File: config.mk
export PLATFORM = sky130hd
export DESIGN_NAME = priority_map_rule_budget_check
export DESIGN_NICKNAME = d
export VERILOG_FILES = /design/src/design/pmrbc_pkg.sv /design/src/design/priority_map_rule_budget_check.sv /design/src/design/pmrbc_cell.sv /design/src/design/pmrbc_ctrl.sv
export SDC_FILE = /design/constraint.sdc
export NUM_CORES = 2
export LEC_CHECK = 0
export BUFFER_PORTS_ARGS = -buffer_cell sky130_fd_sc_hd__buf_2
export CORE_ASPECT_RATIO = 0.7
export CORE_MARGIN = 3
export CORE_UTILIZATION = 40
export DETAILED_ROUTE_END_ITERATION = 16
export SLEW_MARGIN = 10
export SYNTH_ARGS = -nofsm -noshare
export SYNTH_HDL_FRONTEND = slang
export SYNTH_SLANG_ARGS = --single-unit
File: constraint.sdc
create_clock -name clk -period 46.4 [get_ports clk]
set_input_delay 2.32 -clock clk [delete_from_list [all_inputs] [get_ports clk]]
set_output_delay 2.32 -clock clk [all_outputs]
set_load 0.02 [all_outputs]
File: src/design/pmrbc_pkg.sv
// Shared types and constants of the priority-map rule-budget check.
// No dependencies; used by every module of the block.
`timescale 1ns / 1ps

package pmrbc_pkg;

  localparam int NUM_PORTS_DEF = 32;
  localparam int PORT_W        = 6;
  localparam int PRIO_W        = 3;
  localparam int PRIOS         = 8;
  localparam int MAP_W         = PRIO_W * PRIOS;
  localparam int RULE_W        = 9;
  localparam int ADDR_W        = 3;
  localparam int DATA_W        = 32;

  localparam logic [RULE_W-1:0] RULE_LIMIT_RST = 9'd40;
  localparam logic [RULE_W-1:0] RULES_MAX      = 9'd511;

  // Identity map: entry k holds k
  localparam logic [MAP_W-1:0] IDENTITY_MAP = 24'o76543210;

  // Register byte addresses
  localparam logic [ADDR_W-1:0] ADDR_RULE_LIMIT = 3'd0;

  typedef logic [MAP_W-1:0] map_t;

  // Map travelling along the ring of cells
  typedef struct packed {
    map_t map;
    logic excl;   // owned by the requesting port
    logic wrap;   // came around from the far end
  } tok_t;

  // Commands broadcast by the sequencer to every cell
  typedef struct packed {
    logic              load;
    logic              scan;
    logic              mark;
    logic              drain;
    logic              write;
    logic [PORT_W-1:0] port;
    logic              have_new;
    map_t              new_map;
  } cell_cmd_t;

  // What a cell shows its right-hand neighbor
  typedef struct packed {
    map_t home;
    logic is_port;
    tok_t tok;
    logic cnt;
  } cell_out_t;

endpackage

File: src/design/priority_map_rule_budget_check.sv
// Top level of the priority-map rule-budget check: register port, cell ring, sequencer.
// Depends on pmrbc_pkg, pmrbc_cell and pmrbc_ctrl.
`timescale 1ns / 1ps

// Each request names a port and may carry a new eight-entry priority map. The
// block counts the distinct maps held by all other ports (maps equal to the new
// one left out, one added for the new map), answers with eight rules per map and
// refuses the request when that exceeds rule_limit; an accepted new map for a
// port below NUM_PORTS is stored. One request is handled at a time: the maps
// circulate once around a ring of NUM_PORTS cells to find duplicates, then the
// per-cell count bits shift out of the ring's end into the tally.
// Maps reset to the identity map; rule_limit sits at byte address 0.
module priority_map_rule_budget_check #(
  parameter int NUM_PORTS = pmrbc_pkg::NUM_PORTS_DEF
) (
  input  logic                         clk,
  input  logic                         rst_n,
  input  logic                         in_valid,
  output logic                         in_ready,
  input  logic [pmrbc_pkg::PORT_W-1:0] in_port,
  input  logic                         in_list_present,
  input  logic [pmrbc_pkg::PRIO_W-1:0] in_prio_0,
  input  logic [pmrbc_pkg::PRIO_W-1:0] in_prio_1,
  input  logic [pmrbc_pkg::PRIO_W-1:0] in_prio_2,
  input  logic [pmrbc_pkg::PRIO_W-1:0] in_prio_3,
  input  logic [pmrbc_pkg::PRIO_W-1:0] in_prio_4,
  input  logic [pmrbc_pkg::PRIO_W-1:0] in_prio_5,
  input  logic [pmrbc_pkg::PRIO_W-1:0] in_prio_6,
  input  logic [pmrbc_pkg::PRIO_W-1:0] in_prio_7,
  output logic                         out_valid,
  input  logic                         out_ready,
  output logic                         out_accepted,
  output logic [pmrbc_pkg::RULE_W-1:0] out_rules_needed,
  input  logic                         psel,
  input  logic                         penable,
  input  logic                         pwrite,
  input  logic [pmrbc_pkg::ADDR_W-1:0] paddr,
  input  logic [pmrbc_pkg::DATA_W-1:0] pwdata,
  output logic [pmrbc_pkg::DATA_W-1:0] prdata,
  output logic                         pready
);

  logic [pmrbc_pkg::RULE_W-1:0] rule_limit_r;
  logic                         sel_limit;
  pmrbc_pkg::map_t              in_map;
  pmrbc_pkg::cell_cmd_t         cmd;
  pmrbc_pkg::cell_out_t         cq [NUM_PORTS];

  // Register decode by word address
  assign sel_limit = (paddr[pmrbc_pkg::ADDR_W-1:2] ==
                      pmrbc_pkg::ADDR_RULE_LIMIT[pmrbc_pkg::ADDR_W-1:2]);
  assign pready    = 1'b1;
  assign prdata    = sel_limit ? pmrbc_pkg::DATA_W'(rule_limit_r) : '0;

  // Hold the rule limit
  always_ff @(posedge clk) begin
    if (!rst_n) begin
      rule_limit_r <= pmrbc_pkg::RULE_LIMIT_RST;
    end else if (psel && penable && pwrite && pready && sel_limit) begin
      rule_limit_r <= pwdata[pmrbc_pkg::RULE_W-1:0];
    end
  end

  // Pack the request map, entry k in bits 3k+2..3k
  assign in_map = {in_prio_7, in_prio_6, in_prio_5, in_prio_4,
                   in_prio_3, in_prio_2, in_prio_1, in_prio_0};

  pmrbc_ctrl #(
    .NUM_PORTS(NUM_PORTS)
  ) u_ctrl (
    .clk             (clk),
    .rst_n           (rst_n),
    .in_valid        (in_valid),
    .in_ready        (in_ready),
    .in_port         (in_port),
    .in_list_present (in_list_present),
    .in_map          (in_map),
    .out_valid       (out_valid),
    .out_ready       (out_ready),
    .out_accepted    (out_accepted),
    .out_rules_needed(out_rules_needed),
    .rule_limit      (rule_limit_r),
    .tail_cnt        (cq[NUM_PORTS-1].cnt),
    .cmd             (cmd)
  );

  // Ring of cells; cell 0 takes from the last one and marks the wrap
  for (genvar i = 0; i < NUM_PORTS; i++) begin : g_cell
    pmrbc_pkg::cell_out_t left;

    if (i == 0) begin : g_head
      always_comb begin
        left     = cq[NUM_PORTS-1];
        left.cnt = 1'b0;
      end
    end else begin : g_body
      assign left = cq[i-1];
    end

    pmrbc_cell #(
      .IDX(i)
    ) u_cell (
      .clk    (clk),
      .rst_n  (rst_n),
      .cmd    (cmd),
      .left   (left),
      .wrap_in(i == 0),
      .q      (cq[i])
    );
  end

endmodule

File: src/design/pmrbc_cell.sv
// One cell of the map ring: holds one port's map, compares passing maps.
// Depends on pmrbc_pkg.
`timescale 1ns / 1ps

module pmrbc_cell #(
  parameter int IDX = 0
) (
  input  logic                 clk,
  input  logic                 rst_n,
  input  pmrbc_pkg::cell_cmd_t cmd,
  input  pmrbc_pkg::cell_out_t left,
  input  logic                 wrap_in,
  output pmrbc_pkg::cell_out_t q
);

  pmrbc_pkg::map_t home_r;
  pmrbc_pkg::tok_t tok_r;
  pmrbc_pkg::tok_t tok_nxt;
  logic            dup_r;
  logic            cnt_r;
  logic            is_port;
  logic            hit;

  assign is_port = (cmd.port == pmrbc_pkg::PORT_W'(IDX));

  // Earlier port (no wrap), not the requester, same map
  assign hit = !tok_r.wrap && !tok_r.excl && (tok_r.map == home_r);

  // Token taken from the left neighbor: its home map on load, its token on scan
  always_comb begin
    if (cmd.load) begin
      tok_nxt = '{map: left.home, excl: left.is_port, wrap: wrap_in};
    end else begin
      tok_nxt = '{map: left.tok.map, excl: left.tok.excl, wrap: left.tok.wrap | wrap_in};
    end
  end

  // Hold the port's map; store an accepted new map
  always_ff @(posedge clk) begin
    if (!rst_n) begin
      home_r <= pmrbc_pkg::IDENTITY_MAP;
    end else if (cmd.write && is_port) begin
      home_r <= cmd.new_map;
    end
  end

  // Advance the token ring
  always_ff @(posedge clk) begin
    if (cmd.load || cmd.scan) begin
      tok_r <= tok_nxt;
    end
  end

  // Track duplicates and shift the count bits out
  always_ff @(posedge clk) begin
    if (!rst_n) begin
      dup_r <= 1'b0;
      cnt_r <= 1'b0;
    end else begin
      if (cmd.load) begin
        dup_r <= 1'b0;
      end else if (cmd.scan && hit) begin
        dup_r <= 1'b1;
      end
      if (cmd.mark) begin
        cnt_r <= !is_port && !(cmd.have_new && (home_r == cmd.new_map)) && !dup_r;
      end else if (cmd.drain) begin
        cnt_r <= left.cnt;
      end
    end
  end

  assign q = '{home: home_r, is_port: is_port, tok: tok_r, cnt: cnt_r};

endmodule

File: src/design/pmrbc_ctrl.sv
// Sequencer of the rule-budget check: request latch, ring phases, tally, result.
// Depends on pmrbc_pkg.
`timescale 1ns / 1ps

module pmrbc_ctrl #(
  parameter int NUM_PORTS = pmrbc_pkg::NUM_PORTS_DEF
) (
  input  logic                         clk,
  input  logic                         rst_n,
  input  logic                         in_valid,
  output logic                         in_ready,
  input  logic [pmrbc_pkg::PORT_W-1:0] in_port,
  input  logic                         in_list_present,
  input  pmrbc_pkg::map_t              in_map,
  output logic                         out_valid,
  input  logic                         out_ready,
  output logic                         out_accepted,
  output logic [pmrbc_pkg::RULE_W-1:0] out_rules_needed,
  input  logic [pmrbc_pkg::RULE_W-1:0] rule_limit,
  input  logic                         tail_cnt,
  output pmrbc_pkg::cell_cmd_t         cmd
);

  localparam int SW    = (NUM_PORTS > 2) ? $clog2(NUM_PORTS) : 1;
  localparam int CNT_W = $clog2(NUM_PORTS + 2);
  localparam int CMP_W = (CNT_W + 3 > pmrbc_pkg::RULE_W) ? CNT_W + 3 : pmrbc_pkg::RULE_W;

  typedef enum logic [2:0] {
    S_IDLE,
    S_LOAD,
    S_SCAN,
    S_MARK,
    S_DRAIN,
    S_FINISH
  } state_t;

  state_t                         state_r;
  logic [SW-1:0]                  step_r;
  logic [CNT_W-1:0]               count_r;
  logic [pmrbc_pkg::PORT_W-1:0]   port_r;
  logic                           have_new_r;
  pmrbc_pkg::map_t                map_r;
  logic                           out_valid_r;
  logic                           out_accepted_r;
  logic [pmrbc_pkg::RULE_W-1:0]   out_rules_r;
  logic [CMP_W-1:0]               rules_ext;
  logic [pmrbc_pkg::RULE_W-1:0]   rules_sat;
  logic                           ok;
  logic                           deliver;

  // Rules from the tally, saturated, against the limit
  assign rules_ext = CMP_W'({count_r, 3'b000});
  assign rules_sat = (rules_ext > CMP_W'(pmrbc_pkg::RULES_MAX)) ? pmrbc_pkg::RULES_MAX :
                     rules_ext[pmrbc_pkg::RULE_W-1:0];
  assign ok        = (rules_ext <= CMP_W'(rule_limit));
  assign deliver   = (state_r == S_FINISH) && (!out_valid_r || out_ready);

  assign in_ready         = (state_r == S_IDLE);
  assign out_valid        = out_valid_r;
  assign out_accepted     = out_accepted_r;
  assign out_rules_needed = out_rules_r;

  // Broadcast the phase to the cells
  always_comb begin
    cmd.load     = (state_r == S_LOAD);
    cmd.scan     = (state_r == S_SCAN);
    cmd.mark     = (state_r == S_MARK);
    cmd.drain    = (state_r == S_DRAIN);
    cmd.write    = deliver && ok && have_new_r;
    cmd.port     = port_r;
    cmd.have_new = have_new_r;
    cmd.new_map  = map_r;
  end

  // Latch the request payload
  always_ff @(posedge clk) begin
    if (in_valid && in_ready) begin
      port_r     <= in_port;
      have_new_r <= in_list_present;
      map_r      <= in_map;
    end
  end

  // Sequence the phases and hold the result
  always_ff @(posedge clk) begin
    if (!rst_n) begin
      state_r        <= S_IDLE;
      step_r         <= '0;
      count_r        <= '0;
      out_valid_r    <= 1'b0;
      out_accepted_r <= 1'b0;
      out_rules_r    <= '0;
    end else begin
      // Drop a taken result unless the next one replaces it in this cycle
      if (out_valid_r && out_ready && !deliver) begin
        out_valid_r <= 1'b0;
      end
      unique case (state_r)
        S_IDLE: begin
          if (in_valid) begin
            state_r <= S_LOAD;
          end
        end
        S_LOAD: begin
          count_r <= CNT_W'(have_new_r);
          step_r  <= '0;
          state_r <= S_SCAN;
        end
        S_SCAN: begin
          step_r <= step_r + 1'b1;
          if (step_r == SW'(NUM_PORTS - 2)) begin
            state_r <= S_MARK;
          end
        end
        S_MARK: begin
          step_r  <= '0;
          state_r <= S_DRAIN;
        end
        S_DRAIN: begin
          count_r <= count_r + CNT_W'(tail_cnt);
          step_r  <= step_r + 1'b1;
          if (step_r == SW'(NUM_PORTS - 1)) begin
            state_r <= S_FINISH;
          end
        end
        S_FINISH: begin
          if (deliver) begin
            out_valid_r    <= 1'b1;
            out_accepted_r <= ok;
            out_rules_r    <= rules_sat;
            state_r        <= S_IDLE;
          end
        end
        default: begin
          state_r <= S_IDLE;
        end
      endcase
    end
  end

endmodule

======== Word-level counts from Yosys, hierarchy flattened ========
Cells that the tools add are included.
storage, ports and cells
  logic and storage cells ................. 829
  register bits ........................... 1729
  output and inout port bits .............. 45
cells by class
  reductions and logical operators ........ 407
  equal/unequal tests ..................... 106
  add/subtract/negate cells ............... 2
  $lt $le $gt $ge ......................... 2
  bitwise logic cells ..................... 2
  multiplexer cells ....................... 108
operator list
  cell                                                   number
  equality test 24 bit                                   64
  two-way mux 26 bit                                     32
  logical AND 1 bit                                      233
  logical NOT 1 bit                                      162
  equality test 6 x 5 -> 1 bit (second input constant)   16
  two-way mux 1 bit                                      67
  equality test 6 x 4 -> 1 bit (second input constant)   8
  equality test 6 x 3 -> 1 bit (second input constant)   4
  two-way mux 9 bit                                      2
  case mux 3 bit (6 select lines)                        1
  equality test 6 x 2 -> 1 bit (second input constant)   2
  two-way mux 3 bit                                      4
  case mux 6 bit (2 select lines)                        1
  equality test 5 bit (second input constant)            2
  case mux 5 bit (2 select lines)                        1
  greater-than comparator 9 bit (second input constant)  1
  less-or-equal comparator 9 bit                         1
  adder 6 x 1 -> 6 bit                                   1
  equality test 3 x 2 -> 1 bit (second input constant)   2
  equality test 3 bit (second input constant)            2
  equality test 6 x 1 -> 1 bit (second input constant)   1
  logical NOT 6 bit                                      1
  nonzero test 2 bit                                     3
  OR reduction 2 bit                                     3
  9 further kinds                                        13

======== Logic depth before layout (Yosys ltp) ========
  word-level depth ........................ 8
  mapped depth ............................ 10
  mapped depth without buffers ............ 7

======== Cells and area by module ========
Synthesis repeated with hierarchy kept, for this count alone.
unflattened totals
  cell total of the unflattened synthesis .. 7261
  area, all modules ....................... 87795.5 µm²
modules (own cells, without submodules)
  module                               area each (µm²)  sequential area each (µm²)  cells an instance  times used
  pmrbc_cell at g_cell[10].u_cell ...  2677.6           1301.2                      216                4
  pmrbc_cell at g_cell[21].u_cell ...  2646.3           1301.2                      216                4
  pmrbc_cell at g_cell[15].u_cell ...  2656.3           1301.2                      216                3
  pmrbc_cell at g_cell[11].u_cell ...  2653.8           1301.2                      214                3
  pmrbc_cell at g_cell[1].u_cell ...   2655.0           1301.2                      215                2
  pmrbc_cell at g_cell[4].u_cell ...   2653.8           1301.2                      215                2
  pmrbc_cell at g_cell[29].u_cell ...  2645.0           1301.2                      216                2
  pmrbc_cell at g_cell[23].u_cell ...  2643.8           1301.2                      214                2
  pmrbc_cell at g_cell[13].u_cell ...  2640.0           1301.2                      216                2
  pmrbc_cell at g_cell[20].u_cell ...  2627.5           1301.2                      244                2
  pmrbc_cell at g_cell[31].u_cell      2663.8           1301.2                      217                1
  pmrbc_cell at g_cell[0].u_cell       2651.3           1301.2                      215                1
  pmrbc_cell at g_cell[3].u_cell       2651.3           1301.2                      214                1
  pmrbc_cell at g_cell[16].u_cell      2648.8           1301.2                      217                1
  +4 rows                              -                -                           -                  -

======== Worst setup path before layout ========
Ideal clock, no wire load.
  path type ............................... register to register
  from .................................... reg u_ctrl.state_r[0]
  to ...................................... reg g_cell[0].u_cell.tok_r, in the netlist g_cell[0].u_cell.q[10] (enable)
  buffers on the path ..................... 3
  setup time .............................. 5.731 ns
  required time ........................... 40.669 ns
  arrival time ............................ 14.759 ns
  setup slack ............................. 25.910 ns
  cell stages (with the launch flop) ...... 8
  period minus slack after synthesis ...... 20.490 ns
  cells stage by stage .................... dfxtp_1 -> buf_2 -> inv_2 -> nor3_1 -> inv_2 -> clkbuf_1 -> clkbuf_1 -> nand2_1
between the ends
  cells in the longest elaborated chain, start to end .. 2
  elaborated cells between the ends (all ways) .. 3
  classes of those cells .................. eq/ne: 2; reduce/logical: 1
RTL lines
  element                                                                       RTL line                            source
  start: declaration                                                            pmrbc_ctrl.sv:37                    state_t state_r;
  start signal: assignment                                                      pmrbc_ctrl.sv:87                    state_r <= S_IDLE;
  start signal: assignment                                                      pmrbc_ctrl.sv:101                   state_r <= S_LOAD;
  start signal: assignment                                                      pmrbc_ctrl.sv:107                   state_r <= S_SCAN;
  equality test 3 x 1 -> 1 bit or equality test 3 x 2 -> 1 bit (tied branches)  pmrbc_ctrl.sv:65, pmrbc_ctrl.sv:66
  logical OR 1 bit *                                                            pmrbc_cell.sv:49                    if (cmd.load || cmd.scan) begin
  end signal: assignment                                                        pmrbc_cell.sv:50                    tok_r <= tok_nxt;
  end: declaration                                                              pmrbc_cell.sv:17                    pmrbc_pkg::tok_t tok_r;
Every way passes the cells marked *; elsewhere a longest branch is shown, timed or not.
A chain may end at the register's enable or synchronous reset.

======== Final worst setup path ========
  from .................................... reg u_ctrl.state_r[1]
  to ...................................... reg g_cell[15].u_cell.tok_r, in the netlist g_cell[15].u_cell.q[11] (enable)
between the ends
  cells in the longest elaborated chain, start to end .. 2
  elaborated cells between the ends (all ways) .. 3
  classes of those cells .................. eq/ne: 2; reduce/logical: 1
RTL lines
  element                                                                       RTL line
  equality test 3 x 1 -> 1 bit or equality test 3 x 2 -> 1 bit (tied branches)  pmrbc_ctrl.sv:65, pmrbc_ctrl.sv:66
  logical OR 1 bit *                                                            pmrbc_cell.sv:49
  end signal: assignment                                                        pmrbc_cell.sv:50
  end: declaration                                                              pmrbc_cell.sv:17
Marked as above.

==> metrics.cfg <==
[drt]
drtIter0Drc = 10200
via_per_inst = 5.69
num_vias = 65300
wire_per_inst_um = 27.6
drt-pass1-iter-count = 6
wl_um = 316000
ant_nets = 0
drc = 0

[power_and_ir_drop]
clkPwrFrac = 0.393
p_sw_frac = 0.282
ir_drop_mv = 0.0265
power_frac_comb = 0.125
power_w = 0.00373
p_int_w = 0.00268
power_leakage_nw = 39.1
p_seq_frac = 0.481
powerDensity_nw_per_um2 = 40.1
p_sw_w = 0.00105

[clocking]
ctsResizeCount = 0
cts_setup_buffers = 0
insertion_delay_ns = 0.86
htree_levels = 4
clockBufferDepth = 4
clkSlewWorstSetupHoldPaths_ns = 0.06
cts_root_buf = clkbuf_16
cts.sinks = 1724
ctsHoldBuffers = 0
cts_tree = yes
numCtsBuffers = 173

[outcome]
outcome = completed

[synth]
yosysSeqAreaShare = 0.508
yosysTopAreaCell = edfxtp_1
syn-cell-area_um2 = 84900
synth_ff_type = edfxtp_1
synth_cell_types = 58
synth_edf_count = 862
syn_area_per_cell_um2 = 9.70
netlist.area_leader.share = 0.305
async_reset_ff_frac = 0
synth_seq_cells = 1724
synth_area_leaders = edfxtp_1 (30%), dfxtp_1 (20%), nand2_1 (13%)
synth_cells = 8755
yosysWarnings = 0

[worst_setup_path]
path_class = reg2reg
slowest_stage = nand2_4
arrival_ns = 7.69
slowest_delay_ns = 1.00
crit_top_cell = buf_4
cp.required_ns = 46.85
cp-start-kind = flip-flop
crit_chain = nand3_4, nand2_4, buf_4, buf_4, buf_4, buf_4, buf_12
endpoint_kind = flip-flop
cp_max_fo = 158

[placement]
place.gp.congestion = 0.949
placedCellCount = 11200
placed_area_um2 = 87400
dpl.hpwl_um = 197000
portBuffers = 65

[timing]
fin_crit_sh = 0.156
tightestPinTransition_ns = 1.36
finalSetupTns_ns = 0
hold_violations = 0
hold_ws_ns = 0.459
timing.fmax_mhz = 138
finalSetupViolations = 0
timing_max_transition_violations_final = 0
max_slew_margin = 0.0934
rsz0062_at_grt = false
period_minus_slack_ns = 7.25
fin_skew_ns = 0.0466

[grt]
overflow = 0
grt_pass1_wl_um = 445000
grt_antenna_before_repair = 8
grt_pass1_vias = 60000
track_usage = 0.281
grt_max_degree = 186

[worst_hold_path]
hp-class = reg2reg

[cells_and_area]
drive_above_1_share = 0.0615
multiInputGateArea_um2 = 39300
finalNonFillerCells = 11500
diodes = 0
nets = 8650
syn_to_final_growth_pct = 9.66
filler_cell_count = 19800
final_cell_area_um2 = 93100
seqCellArea_um2 = 43100

[run]
drv_cap = 0

[floorplanning]
die_h_um = 391
num_rows = 140
fp.dieW_um = 557
die_area_um2 = 218000
coreArea_um2 = 210000
io_pins = 118
start_util = 0.405

==> worst paths after layout <==
check / startpoint / endpoint / slack (ns) / depth (start not counted)
min: rule_limit_r[7] / rule_limit_r[7] / 0.46 / 2
min reg2reg: rule_limit_r[7] / rule_limit_r[7] / 0.46 / 2
max reg2reg: u_ctrl.state_r[1] / g_cell[15].u_cell.q[11] / 39.15 / 7
max: u_ctrl.state_r[1] / g_cell[15].u_cell.q[11] / 39.15 / 7
==> layout by cell type, fill, tap and decap left out, types with 6 or more instances in the layout <==
| master | n |
|---|---|
| buf_2 | 64 |
| mux2i_1 | 752 |
| o21ai_0 | 10 |
| a22oi_1 | 32 |
| o22ai_1 | 30 |
| xnor2_1 | 940 |
| nor2_4 | 14 |
| buf_4 | 115 |
| nand2_1 | 2815 |
| or3_1 | 31 |
| and2_1 | 30 |
| nand3_4 | 24 |
| a21oi_1 | 22 |
| nand3_1 | 72 |
| bufinv_16 | 17 |
| clkbuf_1 | 29 |
| nor4_1 | 190 |
| nor2b_1 | 9 |
| clkinvlp_4 | 8 |
| clkinv_2 | 40 |
| buf_12 | 9 |
| o31a_1 | 24 |
| nand4_1 | 247 |
| xor2_1 | 572 |
| inv_1 | 10 |
| nand3_2 | 7 |
| dfxtp_1 | 862 |
| a41oi_1 | 31 |
| nand2_2 | 13 |
| conb_1 | 27 |
| ha_1 | 11 |
| clkbuf_16 | 177 |
| clkinv_1 | 9 |
| edfxtp_1 | 862 |
| nor3_1 | 68 |
| clkbuf_8 | 24 |
| nand2b_1 | 6 |
| nor2_1 | 452 |
==> Yosys cell counts (3+ instances only) <==
cell,n
xor2_1,572
buf_6,41
a41oi_1,31
nand2_1,2829
a22oi_1,32
nand3_4,23
or3_1,31
nor2_1,466
o211ai_1,3
nand4_1,247
buf_4,36
ha_1,11
nor2b_1,9
o21ai_0,10
inv_1,11
nor4_1,190
buf_1,33
nand2b_1,6
and2_1,32
nor3_1,70
xnor2_1,940
nand3_2,7
nand3_1,73
mux2i_1,752
o31a_1,24
buf_2,31
o22ai_1,30
dfxtp_1,862
clkbuf_1,434
edfxtp_1,862
a21oi_1,22
==> power by group through the flow <==
stage                     combinational [W]  sequential [W]  clock [W]
after floorplan                    0.000272         0.00187          0
after global routing               0.000491         0.00180    0.00154
after CTS                          0.000453         0.00179    0.00148
after global placement             0.000451         0.00183          0
final                              0.000468         0.00180    0.00147
after detailed placement           0.000450         0.00183          0
==> per-stage QoR <==
step | setup WS (ns) | util
floorplan | 25.91 | -
finish | 39.15 | 0.444
global route | 38.85 | 0.444
global placement | 39.38 | 0.417
CTS | 39.25 | 0.444
detailed placement | 39.29 | 0.417
==> state kept, by name, indices dropped and copies added (netlist names), 6 cells and up <==
register and cells:
u_ctrl.out_rules_needed 6, g_cell.u_cell.cnt_r 32, u_ctrl.map_r 24, g_cell.u_cell.q 831, rule_limit_r 9, g_cell.u_cell.dup_r 31, u_ctrl.port_r 6, g_cell.u_cell.home_r 768
u_ctrl.count_r 6
==> worst max-delay path, delay by kind of cell (launching register included) <==
kind	cells	cell delay (ns)
buffers and inverters	5	3.79
AND/OR/NAND/NOR	2	1.84
flip-flops	1	0.71
==> per-layer routing <==
layer | part of all wire | up-vias | track usage
li1 | - | 28700 | -
met1 | 0.45 | 32100 | 0.436
met2 | 0.39 | 4078 | 0.372
met3 | 0.14 | 491 | 0.0835
met4 | 0.028 | 2 | 0.0735
met5 | 0.000038 | - | 0
==> cells by family (layout without fill, tap and decap cells) <==
logic type | count (synthesis) | after routing | synth area share
flops | 1724 | 1724 | 0.508
compound gates | 166 | 166 | 0.0143
other cells | 2 | 27 | 0.0000885
xor+xnor | 1512 | 1512 | 0.156
simple gates | 3995 | 3995 | 0.199
fa+ha+maj | 11 | 11 | 0.00162
buf+inv | 591 | 513 | 0.0321
mux | 754 | 754 | 0.0889
==> final cells by class <==
cell class | instances | share of cell area
timing repair buffer | 189 | 0.0148
clock buffer | 230 | 0.0523
inverter | 13 | 0.000685
clock inverter | 81 | 0.00935
sequential | 1724 | 0.463
multi-input combinational | 6465 | 0.422
tap | 2769 | 0.0372
Note: power is estimated with default switching activity, not from simulation.
